===== config.mk =====
export PLATFORM = sky130hd
export DESIGN_NAME = rgb_pixel_blend_unit_core_flat
export DESIGN_NICKNAME = d
export VERILOG_FILES = /design/src/hdl/rpb_pkg.sv /design/src/hdl/rpb_if.sv /design/src/hdl/rpb_chan.sv /design/src/hdl/rgb_pixel_blend_unit_core.sv /design/src/flat_wrapper.sv
export SDC_FILE = /design/constraint.sdc
export NUM_CORES = 1
export LEC_CHECK = 0
export BUFFER_PORTS_ARGS = -buffer_cell sky130_fd_sc_hd__buf_2
export CORE_MARGIN = 2
export CORE_UTILIZATION = 40
export CTS_CLUSTER_SIZE = 40
export DETAILED_ROUTE_END_ITERATION = 8
export PLACE_DENSITY = 0.56
export SYNTH_ARGS = -nofsm -noshare
export SYNTH_HDL_FRONTEND = slang
export SYNTH_SLANG_ARGS = --single-unit

===== constraint.sdc =====
create_clock -name clk -period 7.73 [get_ports clk]
set_input_delay 0.773 -clock clk [delete_from_list [all_inputs] [get_ports clk]]
set_output_delay 0.773 -clock clk [all_outputs]
set_load 0.01 [all_outputs]

===== src/hdl/rpb_pkg.sv =====
// Shared types and constants for the RGB pixel blend unit.
package rpb_pkg;

  localparam int unsigned PIX_W       = 8;
  localparam int unsigned GAIN_W      = 12;
  localparam int unsigned CFG_INDEX_W = 3;
  localparam int unsigned CFG_DATA_W  = 12;

  localparam logic [2:0] MODE_MULTIPLY = 3'd0;
  localparam logic [2:0] MODE_SUBTRACT = 3'd1;
  localparam logic [2:0] MODE_SCREEN   = 3'd2;
  localparam logic [2:0] MODE_OVERLAY  = 3'd3;
  localparam logic [2:0] MODE_ADD      = 3'd4;
  localparam logic [2:0] MODE_SCALE    = 3'd5;

  localparam logic [CFG_INDEX_W-1:0] REG_BLEND_MODE = 3'd0;
  localparam logic [CFG_INDEX_W-1:0] REG_ADD_RED    = 3'd1;
  localparam logic [CFG_INDEX_W-1:0] REG_ADD_GREEN  = 3'd2;
  localparam logic [CFG_INDEX_W-1:0] REG_ADD_BLUE   = 3'd3;
  localparam logic [CFG_INDEX_W-1:0] REG_GAIN_RED   = 3'd4;
  localparam logic [CFG_INDEX_W-1:0] REG_GAIN_GREEN = 3'd5;
  localparam logic [CFG_INDEX_W-1:0] REG_GAIN_BLUE  = 3'd6;

  localparam logic [GAIN_W-1:0] GAIN_UNITY = 12'd256;

  // how the last stage forms the channel result
  typedef enum logic [1:0] {
    POST_DIRECT  = 2'd0,
    POST_DIV     = 2'd1,
    POST_DIV_INV = 2'd2,
    POST_SCALE   = 2'd3
  } post_t;

  typedef struct packed {
    logic [2:0]        mode;
    logic [PIX_W-1:0]  offs;
    logic [GAIN_W-1:0] gain;
  } chan_cfg_t;

endpackage


===== src/hdl/rpb_if.sv =====
// Request and result channel interfaces of the blend unit.
interface rpb_in_if;
  logic       valid;
  logic       ready;
  logic [7:0] a_blue;
  logic [7:0] a_green;
  logic [7:0] a_red;
  logic [7:0] b_blue;
  logic [7:0] b_green;
  logic [7:0] b_red;

  modport source (
    output valid, a_blue, a_green, a_red, b_blue, b_green, b_red,
    input  ready
  );
  modport sink (
    input  valid, a_blue, a_green, a_red, b_blue, b_green, b_red,
    output ready
  );
endinterface

interface rpb_out_if;
  logic       valid;
  logic       ready;
  logic [7:0] out_blue;
  logic [7:0] out_green;
  logic [7:0] out_red;

  modport source (
    output valid, out_blue, out_green, out_red,
    input  ready
  );
  modport sink (
    input  valid, out_blue, out_green, out_red,
    output ready
  );
endinterface


===== src/hdl/rpb_chan.sv =====
// Four-stage datapath for one colour channel of the blend unit.
module rpb_chan
  import rpb_pkg::*;
(
  input  logic             clk,
  input  logic             en,
  input  chan_cfg_t        cfg,
  input  logic [PIX_W-1:0] a,
  input  logic [PIX_W-1:0] b,
  output logic [PIX_W-1:0] result
);

  // stage 1: operand selection and the simple modes
  logic [PIX_W-1:0]  x1_next, simple1_next;
  logic [GAIN_W-1:0] y1_next;
  logic              dbl1_next;
  post_t             post1_next;
  logic [PIX_W:0]    sum1;

  logic [PIX_W-1:0]  x1, simple1;
  logic [GAIN_W-1:0] y1;
  logic              dbl1;
  post_t             post1;

  always_comb begin
    x1_next      = a;
    y1_next      = {4'd0, b};
    dbl1_next    = 1'b0;
    post1_next   = POST_DIRECT;
    simple1_next = a;
    sum1         = {1'b0, a} + {1'b0, cfg.offs};
    case (cfg.mode)
      MODE_MULTIPLY: begin
        post1_next = POST_DIV;
      end
      MODE_SUBTRACT: begin
        simple1_next = (a > b) ? a - b : '0;
      end
      MODE_SCREEN: begin
        x1_next    = ~a;
        y1_next    = {4'd0, ~b};
        post1_next = POST_DIV_INV;
      end
      MODE_OVERLAY: begin
        dbl1_next = 1'b1;
        if (b[PIX_W-1]) begin
          x1_next    = ~a;
          y1_next    = {4'd0, ~b};
          post1_next = POST_DIV_INV;
        end else begin
          post1_next = POST_DIV;
        end
      end
      MODE_ADD: begin
        simple1_next = sum1[PIX_W] ? '1 : sum1[PIX_W-1:0];
      end
      MODE_SCALE: begin
        y1_next    = cfg.gain;
        post1_next = POST_SCALE;
      end
      default: begin
        simple1_next = a;
      end
    endcase
  end

  always_ff @(posedge clk) begin
    if (en) begin
      x1      <= x1_next;
      y1      <= y1_next;
      dbl1    <= dbl1_next;
      post1   <= post1_next;
      simple1 <= simple1_next;
    end
  end

  // stage 2: product
  logic [19:0]      p2;
  logic             dbl2;
  post_t            post2;
  logic [PIX_W-1:0] simple2;

  always_ff @(posedge clk) begin
    if (en) begin
      p2      <= {12'd0, x1} * {8'd0, y1};
      dbl2    <= dbl1;
      post2   <= post1;
      simple2 <= simple1;
    end
  end

  // stage 3: rounding bias, quotient estimate by 257/65536, scale rounding
  logic [16:0]      n3, m3_next;
  logic [24:0]      prod3;
  logic [20:0]      sc3;
  logic [PIX_W-1:0] scl3_next;

  logic [16:0]      m3;
  logic [8:0]       est3;
  logic [PIX_W-1:0] scl3, simple3;
  post_t            post3;

  always_comb begin
    n3        = dbl2 ? {p2[15:0], 1'b0} : p2[16:0];
    m3_next   = n3 + 17'd127;
    prod3     = {m3_next, 8'd0} + {8'd0, m3_next};
    sc3       = {1'b0, p2} + 21'd128;
    scl3_next = (|sc3[20:16]) ? '1 : sc3[15:8];
  end

  always_ff @(posedge clk) begin
    if (en) begin
      m3      <= m3_next;
      est3    <= prod3[24:16];
      scl3    <= scl3_next;
      simple3 <= simple2;
      post3   <= post2;
    end
  end

  // stage 4: estimate is at most one low, correct and select
  logic [16:0]      e255, rem4;
  logic [8:0]       q4;
  logic [PIX_W-1:0] result_next;

  always_comb begin
    e255 = {est3, 8'd0} - {8'd0, est3};
    rem4 = m3 - e255;
    q4   = est3 + {8'd0, (rem4 >= 17'd255)};
    case (post3)
      POST_DIRECT:  result_next = simple3;
      POST_DIV:     result_next = q4[PIX_W-1:0];
      POST_DIV_INV: result_next = ~q4[PIX_W-1:0];
      POST_SCALE:   result_next = scl3;
      default:      result_next = simple3;
    endcase
  end

  always_ff @(posedge clk) begin
    if (en) begin
      result <= result_next;
    end
  end

endmodule


===== src/hdl/rgb_pixel_blend_unit_core.sv =====
// An accepted request enters stage 1, then moves through the product, estimate and result registers.
// Throughput: one request per cycle while results are taken, set by the four-stage per-channel pipeline.
// A result not taken holds every stage; no request is lost or repeated.
// Reset clears the stage valid bits and loads the register defaults:
// multiply mode, zero offsets, unity gains.
// Top level of the RGB pixel blend unit.
module rgb_pixel_blend_unit_core
  import rpb_pkg::*;
(
  input  logic                   clk,
  input  logic                   rst,
  input  logic                   cfg_we,
  input  logic [CFG_INDEX_W-1:0] cfg_index,
  input  logic [CFG_DATA_W-1:0]  cfg_data,
  rpb_in_if.sink                 pixels,
  rpb_out_if.source              blended
);

  logic [2:0]        blend_mode;
  logic [PIX_W-1:0]  add_red, add_green, add_blue;
  logic [GAIN_W-1:0] gain_red, gain_green, gain_blue;

  always_ff @(posedge clk) begin
    if (rst) begin
      blend_mode <= MODE_MULTIPLY;
      add_red    <= '0;
      add_green  <= '0;
      add_blue   <= '0;
      gain_red   <= GAIN_UNITY;
      gain_green <= GAIN_UNITY;
      gain_blue  <= GAIN_UNITY;
    end else if (cfg_we) begin
      case (cfg_index)
        REG_BLEND_MODE: blend_mode <= cfg_data[2:0];
        REG_ADD_RED:    add_red    <= cfg_data[PIX_W-1:0];
        REG_ADD_GREEN:  add_green  <= cfg_data[PIX_W-1:0];
        REG_ADD_BLUE:   add_blue   <= cfg_data[PIX_W-1:0];
        REG_GAIN_RED:   gain_red   <= cfg_data[GAIN_W-1:0];
        REG_GAIN_GREEN: gain_green <= cfg_data[GAIN_W-1:0];
        REG_GAIN_BLUE:  gain_blue  <= cfg_data[GAIN_W-1:0];
        default: ;
      endcase
    end
  end

  // whole pipeline advances together unless the result register is held
  logic adv;
  logic v1, v2, v3, v4;

  assign adv           = !v4 || blended.ready;
  assign pixels.ready  = adv;
  assign blended.valid = v4;

  always_ff @(posedge clk) begin
    if (rst) begin
      v1 <= 1'b0;
      v2 <= 1'b0;
      v3 <= 1'b0;
      v4 <= 1'b0;
    end else if (adv) begin
      v1 <= pixels.valid;
      v2 <= v1;
      v3 <= v2;
      v4 <= v3;
    end
  end

  chan_cfg_t cfg_blue, cfg_green, cfg_red;

  assign cfg_blue  = '{mode: blend_mode, offs: add_blue,  gain: gain_blue};
  assign cfg_green = '{mode: blend_mode, offs: add_green, gain: gain_green};
  assign cfg_red   = '{mode: blend_mode, offs: add_red,   gain: gain_red};

  rpb_chan u_blue (
    .clk    (clk),
    .en     (adv),
    .cfg    (cfg_blue),
    .a      (pixels.a_blue),
    .b      (pixels.b_blue),
    .result (blended.out_blue)
  );

  rpb_chan u_green (
    .clk    (clk),
    .en     (adv),
    .cfg    (cfg_green),
    .a      (pixels.a_green),
    .b      (pixels.b_green),
    .result (blended.out_green)
  );

  rpb_chan u_red (
    .clk    (clk),
    .en     (adv),
    .cfg    (cfg_red),
    .a      (pixels.a_red),
    .b      (pixels.b_red),
    .result (blended.out_red)
  );

  a_accept_enters: assert property (@(posedge clk) disable iff (rst)
    (pixels.valid && pixels.ready) |=> v1)
    else $error("accepted request did not enter stage 1");

  a_stall_freezes: assert property (@(posedge clk) disable iff (rst)
    !adv |=> ($stable(v1) && $stable(v2) && $stable(v3) && $stable(v4)))
    else $error("pipeline moved during a stall");

  a_advance_shifts: assert property (@(posedge clk) disable iff (rst)
    adv |=> (v2 == $past(v1) && v3 == $past(v2) && v4 == $past(v3)))
    else $error("valid bits lost or repeated on advance");

  a_reset_defaults: assert property (@(posedge clk)
    rst |=> (blend_mode == MODE_MULTIPLY && gain_red == GAIN_UNITY &&
             gain_green == GAIN_UNITY && gain_blue == GAIN_UNITY && !v4))
    else $error("reset defaults not loaded");

endmodule

===== src/flat_wrapper.sv =====
// flat-port wrapper written by rule: the top's interface ports become plain ports
module rgb_pixel_blend_unit_core_flat import rpb_pkg::*;
  (clk, rst, cfg_we, cfg_index, cfg_data, pixels_valid, pixels_a_blue, pixels_a_green, pixels_a_red, pixels_b_blue, pixels_b_green, pixels_b_red, pixels_ready, blended_valid, blended_out_blue, blended_out_green, blended_out_red, blended_ready);
  rpb_in_if pixels_i ();
  rpb_out_if blended_i ();
  input  logic clk;
  input  logic rst;
  input  logic cfg_we;
  input  logic [CFG_INDEX_W-1:0] cfg_index;
  input  logic [CFG_DATA_W-1:0] cfg_data;
  input wire logic [$bits(pixels_i.valid)-1:0] pixels_valid;
  input wire logic [$bits(pixels_i.a_blue)-1:0] pixels_a_blue;
  input wire logic [$bits(pixels_i.a_green)-1:0] pixels_a_green;
  input wire logic [$bits(pixels_i.a_red)-1:0] pixels_a_red;
  input wire logic [$bits(pixels_i.b_blue)-1:0] pixels_b_blue;
  input wire logic [$bits(pixels_i.b_green)-1:0] pixels_b_green;
  input wire logic [$bits(pixels_i.b_red)-1:0] pixels_b_red;
  output wire logic [$bits(pixels_i.ready)-1:0] pixels_ready;
  output wire logic [$bits(blended_i.valid)-1:0] blended_valid;
  output wire logic [$bits(blended_i.out_blue)-1:0] blended_out_blue;
  output wire logic [$bits(blended_i.out_green)-1:0] blended_out_green;
  output wire logic [$bits(blended_i.out_red)-1:0] blended_out_red;
  input wire logic [$bits(blended_i.ready)-1:0] blended_ready;
  assign pixels_i.valid = pixels_valid;
  assign pixels_i.a_blue = pixels_a_blue;
  assign pixels_i.a_green = pixels_a_green;
  assign pixels_i.a_red = pixels_a_red;
  assign pixels_i.b_blue = pixels_b_blue;
  assign pixels_i.b_green = pixels_b_green;
  assign pixels_i.b_red = pixels_b_red;
  assign pixels_ready = pixels_i.ready;
  assign blended_valid = blended_i.valid;
  assign blended_out_blue = blended_i.out_blue;
  assign blended_out_green = blended_i.out_green;
  assign blended_out_red = blended_i.out_red;
  assign blended_i.ready = blended_ready;
  rgb_pixel_blend_unit_core u_core (.clk(clk), .rst(rst), .cfg_we(cfg_we), .cfg_index(cfg_index), .cfg_data(cfg_data), .pixels(pixels_i), .blended(blended_i));
endmodule

==> impl_metrics.py, run 1 <==
metrics = {
    "final_layout": {
        "area_growth_pct": 9.49,
        "instances_no_fill": 4470,
        "num-fill-cells": 7828,
        "final_common_cell": "nand2_1",
        "finalInstanceArea_mm2": 0.0355,
        "drive_gt1_frac": 0.0684,
        "final_nets": 3921,
        "final_cell_mix": "nand2_1 (436), inv_1 (383), edfxtp_1 (338), ha_1 (294), fa_1 (189)",
        "final_util": 0.442,
    },
    "place": {
        "dp.final_hpwl_mm": 58.7,
        "gp_congestion": 0.877,
        "port_buffers": 93,
        "dpl.cell_count": 4382,
        "place_ws_ns": 2.41,
        "place_area_mm2": 0.0339,
    },
    "yosys": {
        "synth_area_per_cell_um2": 9.77,
        "async_flop_share": 0,
        "synth_edf_count": 338,
        "yosysWarnings": 0,
        "synth_area_mm2": 0.0325,
        "ys_ff_latch": 405,
        "synth.distinct_cells": 87,
        "synth-main-ff-cell": "edfxtp_1",
        "synth_cells": 3323,
        "syn_nets": 3874,
        "yosysSeqAreaShare": 0.354,
    },
    "setup_path": {
        "crit_slowest_cell": "o41ai_1",
        "end_kind": "flip-flop",
        "cp_slowest_stage_delay_ns": 0.56,
        "critPathLaunch": "u_core.u_blue.x1[4]",
        "worst-endpoint-required_ns": 8.05,
        "crit_path_cell_trace": "and2_1, fa_1, fa_1, inv_1, fa_1, fa_1, inv_1, ha_1, nand2_1, o21ai_1, o41a_1, a41o_1, o41ai_1, o2111ai_1, a21oi_1, xnor2_1",
        "r2r_start": "u_core.u_blue.x1[4]",
        "critical_path.most_common_cell": "fa_1",
        "cp_max_fo": 12,
        "critPathKind": "flip-flop to flip-flop",
        "start_kind": "flip-flop",
        "critPathArrivalTime_ns": 5.62,
    },
    "grt": {
        "grt_pass1_wl_mm": 122,
        "grt.overflow.total": 0,
        "grtUsageTotal": 0.184,
        "grt_max_degree": 158,
        "grt_antenna_before_repair": 9,
        "grt_pass1_vias": 22300,
    },
    "sta": {
        "worst_pin_slew_ns": 1.19,
        "setup_viol": 0,
        "fin_crit_sh": 0.687,
        "whs_ns": 0.417,
        "fmax_mhz": 188,
        "max_slew_margin": 0.207,
        "fin_crit_ns": 5.31,
        "finalWorstSetupSlack_ns": 2.42,
        "skew_ns": 0.0105,
        "finalMaxSlewViolations": 0,
        "final_hold_viol_count": 0,
        "rsz0062_at_grt": "no",
        "setup_tns_ns": 0,
    },
    "drt": {
        "vias_per_cell": 5.10,
        "dr.pass1.iters": 5,
        "wl_mm": 75.3,
        "post_drt_wl_per_cell_um": 16.9,
        "drtIter0Drc": 1271,
        "drc": 0,
        "ant_nets": 0,
        "vias": 22800,
    },
    "clock_network": {
        "cts_buffer_depth": 3,
        "postCtsSetupBuffers": 0,
        "cts_tree": "built",
        "clk_latency_ns": 0.58,
        "htree_levels": 2,
        "cts_resized": 0,
        "clockRootBuffer": "clkbuf_16",
        "cts_sinks": 405,
        "cts_hold_buf": 0,
        "numCtsBuffers": 46,
        "path_clk_slew_ns": 0.06,
    },
    "pwr": {
        "power-per-cell-area_mw_per_mm2": 363,
        "power.total_mw": 12.9,
        "leakage_nw": 15.4,
        "vdd_drop_max_mv": 0.193,
    },
    "floorplanning": {
        "num_rows": 104,
        "die_h_um": 289,
        "initial_core_util": 0.404,
        "coreArea_mm2": 0.0804,
        "dieArea_mm2": 0.0834,
        "boundaryPins": 94,
        "die_x_um": 289,
    },
    "outcome": {
        "status": "completed",
    },
    "hold_path": {
        "hp-class": "flip-flop to flip-flop",
        "hp-start": "u_core.u_blue.simple2[3]",
    },
    "job": {
        "cap_viol_max_count": 0,
    },
}
[critical path: cells and delay by family, from the launching register on]
| family | cells | cell delay (ns) |
|---|---|---|
| AO/OA/AOI/OAI | 6 | 1.66 |
| AND/OR/NAND/NOR | 2 | 0.33 |
| flip-flops | 1 | 0.54 |
| buffers and inverters | 2 | 0.09 |
| XOR/XNOR | 1 | 0.09 |
| adder cells (fa/ha/maj) | 5 | 2.33 |
[logic make-up (layout without fill, tap and decap cells)]
| group | after synthesis | after routing | synth area share |
|---|---|---|---|
| AOI/OAI and AO/OA | 617 | 617 | 0.124 |
| xor gates and xnor gates | 214 | 214 | 0.0580 |
| DFF | 405 | 405 | 0.354 |
| muxes | 59 | 59 | 0.0189 |
| other | 0 | 2 | 0 |
| buffers and inverters | 493 | 578 | 0.0576 |
| adders and majority gates | 483 | 483 | 0.230 |
| and+or+nand+nor | 1052 | 1052 | 0.158 |
[per-layer routing]
metal	vias to the layer above	part of all wire	GRT usage
met3	93	0.035	0.0240
met5	-	0.00061	0
li1	11600	-	-
met4	8	0.022	0.0477
met1	10800	0.50	0.265
met2	377	0.44	0.291
[state kept, by name (all words and copies together) (netlist names), 9 cells and up]
name	flops
u_core.u_blue.p2	20
u_core.u_green.p2	20
u_core.u_red.p2	20
u_core.u_blue.m3	17
u_core.u_green.m3	17
u_core.u_red.m3	17
u_core.gain_blue	12
u_core.gain_green	12
u_core.gain_red	12
u_core.u_blue.y1	12
u_core.u_green.y1	12
u_core.u_red.y1	12
u_core.u_blue.est3	9
u_core.u_green.est3	9
u_core.u_red.est3	9
[cell type report]
class | count | area, µm² | share of cell area
timing repair buffer | 106 | 576 | 0.0162
clock inverter | 28 | 325 | 0.00916
sequential | 405 | 11500 | 0.323
tap | 1060 | 1330 | 0.0373
antenna | 2 | 5.00 | 0.000141
multi-input combinational | 2425 | 19100 | 0.537
clock buffer | 58 | 1260 | 0.0355
inverter | 386 | 1450 | 0.0409
[Yosys cell counts (22+ instances only)]
cell type	instances	area share
a21o_1	50	0.012
a21oi_1	186	0.029
and2_1	169	0.033
and3_1	27	0.0052
clkbuf_1	90	0.010
dfxtp_1	67	0.041
edfxtp_1	338	0.31
fa_1	189	0.12
ha_1	294	0.11
inv_1	384	0.044
mux2i_1	50	0.015
nand2_1	436	0.050
nand2b_1	45	0.0087
nand3_1	87	0.013
nor2_1	126	0.015
nor2b_1	34	0.0066
nor3_1	39	0.0060
o21a_1	31	0.0072
o21ai_0	123	0.019
or3_1	22	0.0042
xnor2_1	157	0.042
xor2_1	56	0.015
[report_power, final]
group	switching (mW)	internal (mW)	total, mW
clock network	0.891	1.39	2.28
registers	0.482	3.14	3.62
logic	3.89	3.11	6.99
total	5.26	7.63	12.9
[path summary, 6_finish.rpt]
check,to,slack [ns],depth (start not counted)
max,u_core.u_blue.p2[18],2.42,16
min,u_core.u_blue.simple3[3],0.42,0
max reg2reg,u_core.u_blue.p2[18],2.42,16
min reg2reg,u_core.u_blue.simple3[3],0.42,0
No activity file was read; power rests on OpenSTA's default activity.
==> run 2: changes to the inputs <==
- PLACE_DENSITY: 0.56 -> 0.54
- clock period: 7.73 -> 5.2 ns (I/O delays scaled with it)
==> run 2 against run 1 <==
Sequential share of layout area decreased by 0.28 points. Via count up 0.42%. Die area unchanged. Sequential cell count unchanged. Global-route usage up 0.30 points. Clock-buffer cell count rose by 4. Clock power is 48% higher. Critical path type unchanged.
==> impl_metrics.py, run 2 (synthesis gave the netlist of run 1 again) <==
metrics = {
    "outcome": {
        "status": "completed",
    },
    "setup_path": {
        "critPathKind": "flip-flop to flip-flop",
        "start_kind": "flip-flop",
        "r2r-end": "u_core.u_blue.p2[17]",
        "r2r_setup_slack_ns": 0.32,
        "end_kind": "flip-flop",
        "r2r_start": "u_core.u_blue.x1[4]",
        "worst-endpoint-required_ns": 5.51,
        "cp_max_fo": 5,
        "critPathArrivalTime_ns": 5.19,
        "r2r_cells": 17,
    },
    "grt": {
        "grt_pass1_wl_mm": 124,
        "grt.overflow.total": 0,
        "grt_pass1_vias": 22200,
        "grtUsageTotal": 0.187,
        "grt_max_degree": 110,
        "grt_antenna_before_repair": 8,
    },
    "clock_network": {
        "cts_tree": "built",
        "clk_latency_ns": 0.58,
        "cts_sinks": 405,
        "cts_hold_buf": 0,
        "clockRootBuffer": "clkbuf_16",
        "cts_buffer_depth": 3,
        "htree_levels": 2,
        "numCtsBuffers": 48,
        "path_clk_slew_ns": 0.06,
    },
    "drt": {
        "wl_mm": 76.5,
        "drtIter0Drc": 1254,
        "dr.pass1.iters": 5,
        "ant_nets": 0,
        "vias": 22900,
        "post_drt_wl_per_cell_um": 17.0,
        "vias_per_cell": 5.08,
        "drc": 0,
    },
    "sta": {
        "setup_viol": 0,
        "rsz0062_at_grt": "no",
        "fmax_mhz": 205,
        "finalMaxSlewViolations": 0,
        "final_hold_viol_count": 0,
        "skew_ns": 0.0169,
        "max_slew_margin": 0.313,
        "worst_pin_slew_ns": 1.03,
        "fin_crit_ns": 4.88,
        "fin_crit_sh": 0.939,
    },
    "final_layout": {
        "final_util": 0.446,
        "final_nets": 3962,
        "final_common_cell": "nand2_1",
        "finalInstanceArea_mm2": 0.0358,
        "area_growth_pct": 10.4,
        "largest_registers": "u_core.u_blue.p2 x20, u_core.u_green.p2 x20, u_core.u_red.p2 x20",
        "drive_gt1_frac": 0.0803,
        "num-fill-cells": 7842,
        "final_cell_mix": "nand2_1 (436), inv_1 (383), edfxtp_1 (338), ha_1 (294), fa_1 (189)",
        "multiInputGateArea_mm2": 0.0191,
        "ff_latch_area_mm2": 0.0115,
    },
    "place": {
        "port_buffers": 93,
        "gp_congestion": 0.879,
        "dp.final_hpwl_mm": 60.2,
        "place_area_mm2": 0.0342,
    },
    "floorplanning": {
        "die_x_um": 289,
        "initial_core_util": 0.404,
        "boundaryPins": 94,
        "die_h_um": 289,
        "num_rows": 104,
        "coreArea_mm2": 0.0804,
        "dieArea_mm2": 0.0834,
    },
    "job": {
        "cap_viol_max_count": 0,
    },
    "hold_path": {
        "whs_endpoint": "u_core.v1",
        "hp-class": "input port to flip-flop",
        "hp-start": "pixels_valid",
        "whs_path_depth": 3,
    },
    "pwr": {
        "power.total_mw": 19.3,
        "leakage_nw": 15.6,
        "vdd_drop_max_mv": 0.243,
        "power-per-cell-area_mw_per_mm2": 537,
    },
}
==> run 2: critical path, cell delays in order, from the launching register on <==
cell,delay [ns]
edfxtp_1,0.37
and2_1,0.18
fa_1,0.46
fa_1,0.54
inv_1,0.05
fa_1,0.47
fa_1,0.55
inv_1,0.04
ha_1,0.34
o21a_1,0.20
o31a_1,0.12
o211ai_1,0.22
a21oi_1,0.13
a2111oi_2,0.35
buf_4,0.18
o31ai_1,0.07
a211oi_1,0.26
nor3_1,0.06
==> run 2: metal layers <==
metal / track usage / routed length (µm) / share of wire
met5: 0 / 60 / 0.00078
met3: 0.0243 / 3140 / 0.041
met2: 0.291 / 33600 / 0.44
met4: 0.0437 / 1580 / 0.021
met1: 0.275 / 38100 / 0.50
==> run 2: where the power goes <==
group	total [mW]	leakage [nW]	internal (mW)	switching [mW]
clock	3.37	0.770	2.03	1.35
combinational	10.5	10.7	4.70	5.84
sequential	5.35	4.18	4.67	0.685
total	19.3	15.6	11.4	7.87
==> run 2: metrics by stage <==
stage,cells,hold slack [ns],setup WS (ns),TNS (ns)
3_5_place_dp,4416,0.405,0.257,0
3_3_place_gp,4416,0.402,0.291,0
4_1_cts,4503,0.148,0.255,0
6_report,4509,0.182,0.318,0
2_1_floorplan,3323,0.400,-1.08,-365.88
5_1_grt,4508,0.205,0.00482,0
==> run 2: worst max-delay path by stage <==
stage                        start                    to  slack (ns)  cells past startpoint
2_1_floorplan        blended_ready    u_core.u_blue.dbl1       -1.08                      3
3_3_place_gp    u_core.u_red.x1[2]   u_core.u_red.p2[18]        0.29                     16
3_5_place_dp   u_core.u_blue.x1[4]  u_core.u_blue.p2[17]        0.26                     17
4_1_cts        u_core.u_blue.x1[4]  u_core.u_blue.p2[17]        0.26                     17
5_1_grt        u_core.u_blue.x1[4]  u_core.u_blue.p2[18]       0.005                     17
6_report       u_core.u_blue.x1[4]  u_core.u_blue.p2[17]        0.32                     17
==> run 2: cell type report <==
type | instances | share of cell area
multi-input combinational | 2425 | 0.533
sequential | 405 | 0.321
inverter | 386 | 0.0405
tap | 1060 | 0.0370
clock buffer | 62 | 0.0364
timing repair buffer | 145 | 0.0246
clock inverter | 25 | 0.00779
antenna | 1 | 0.0000698
==> run 2: timing repair <==
action | in CTS | in global routing
gates resized for setup | 0 | 2
buffers inserted | 0 | 5
endpoints found under the setup margin | 0 | 4
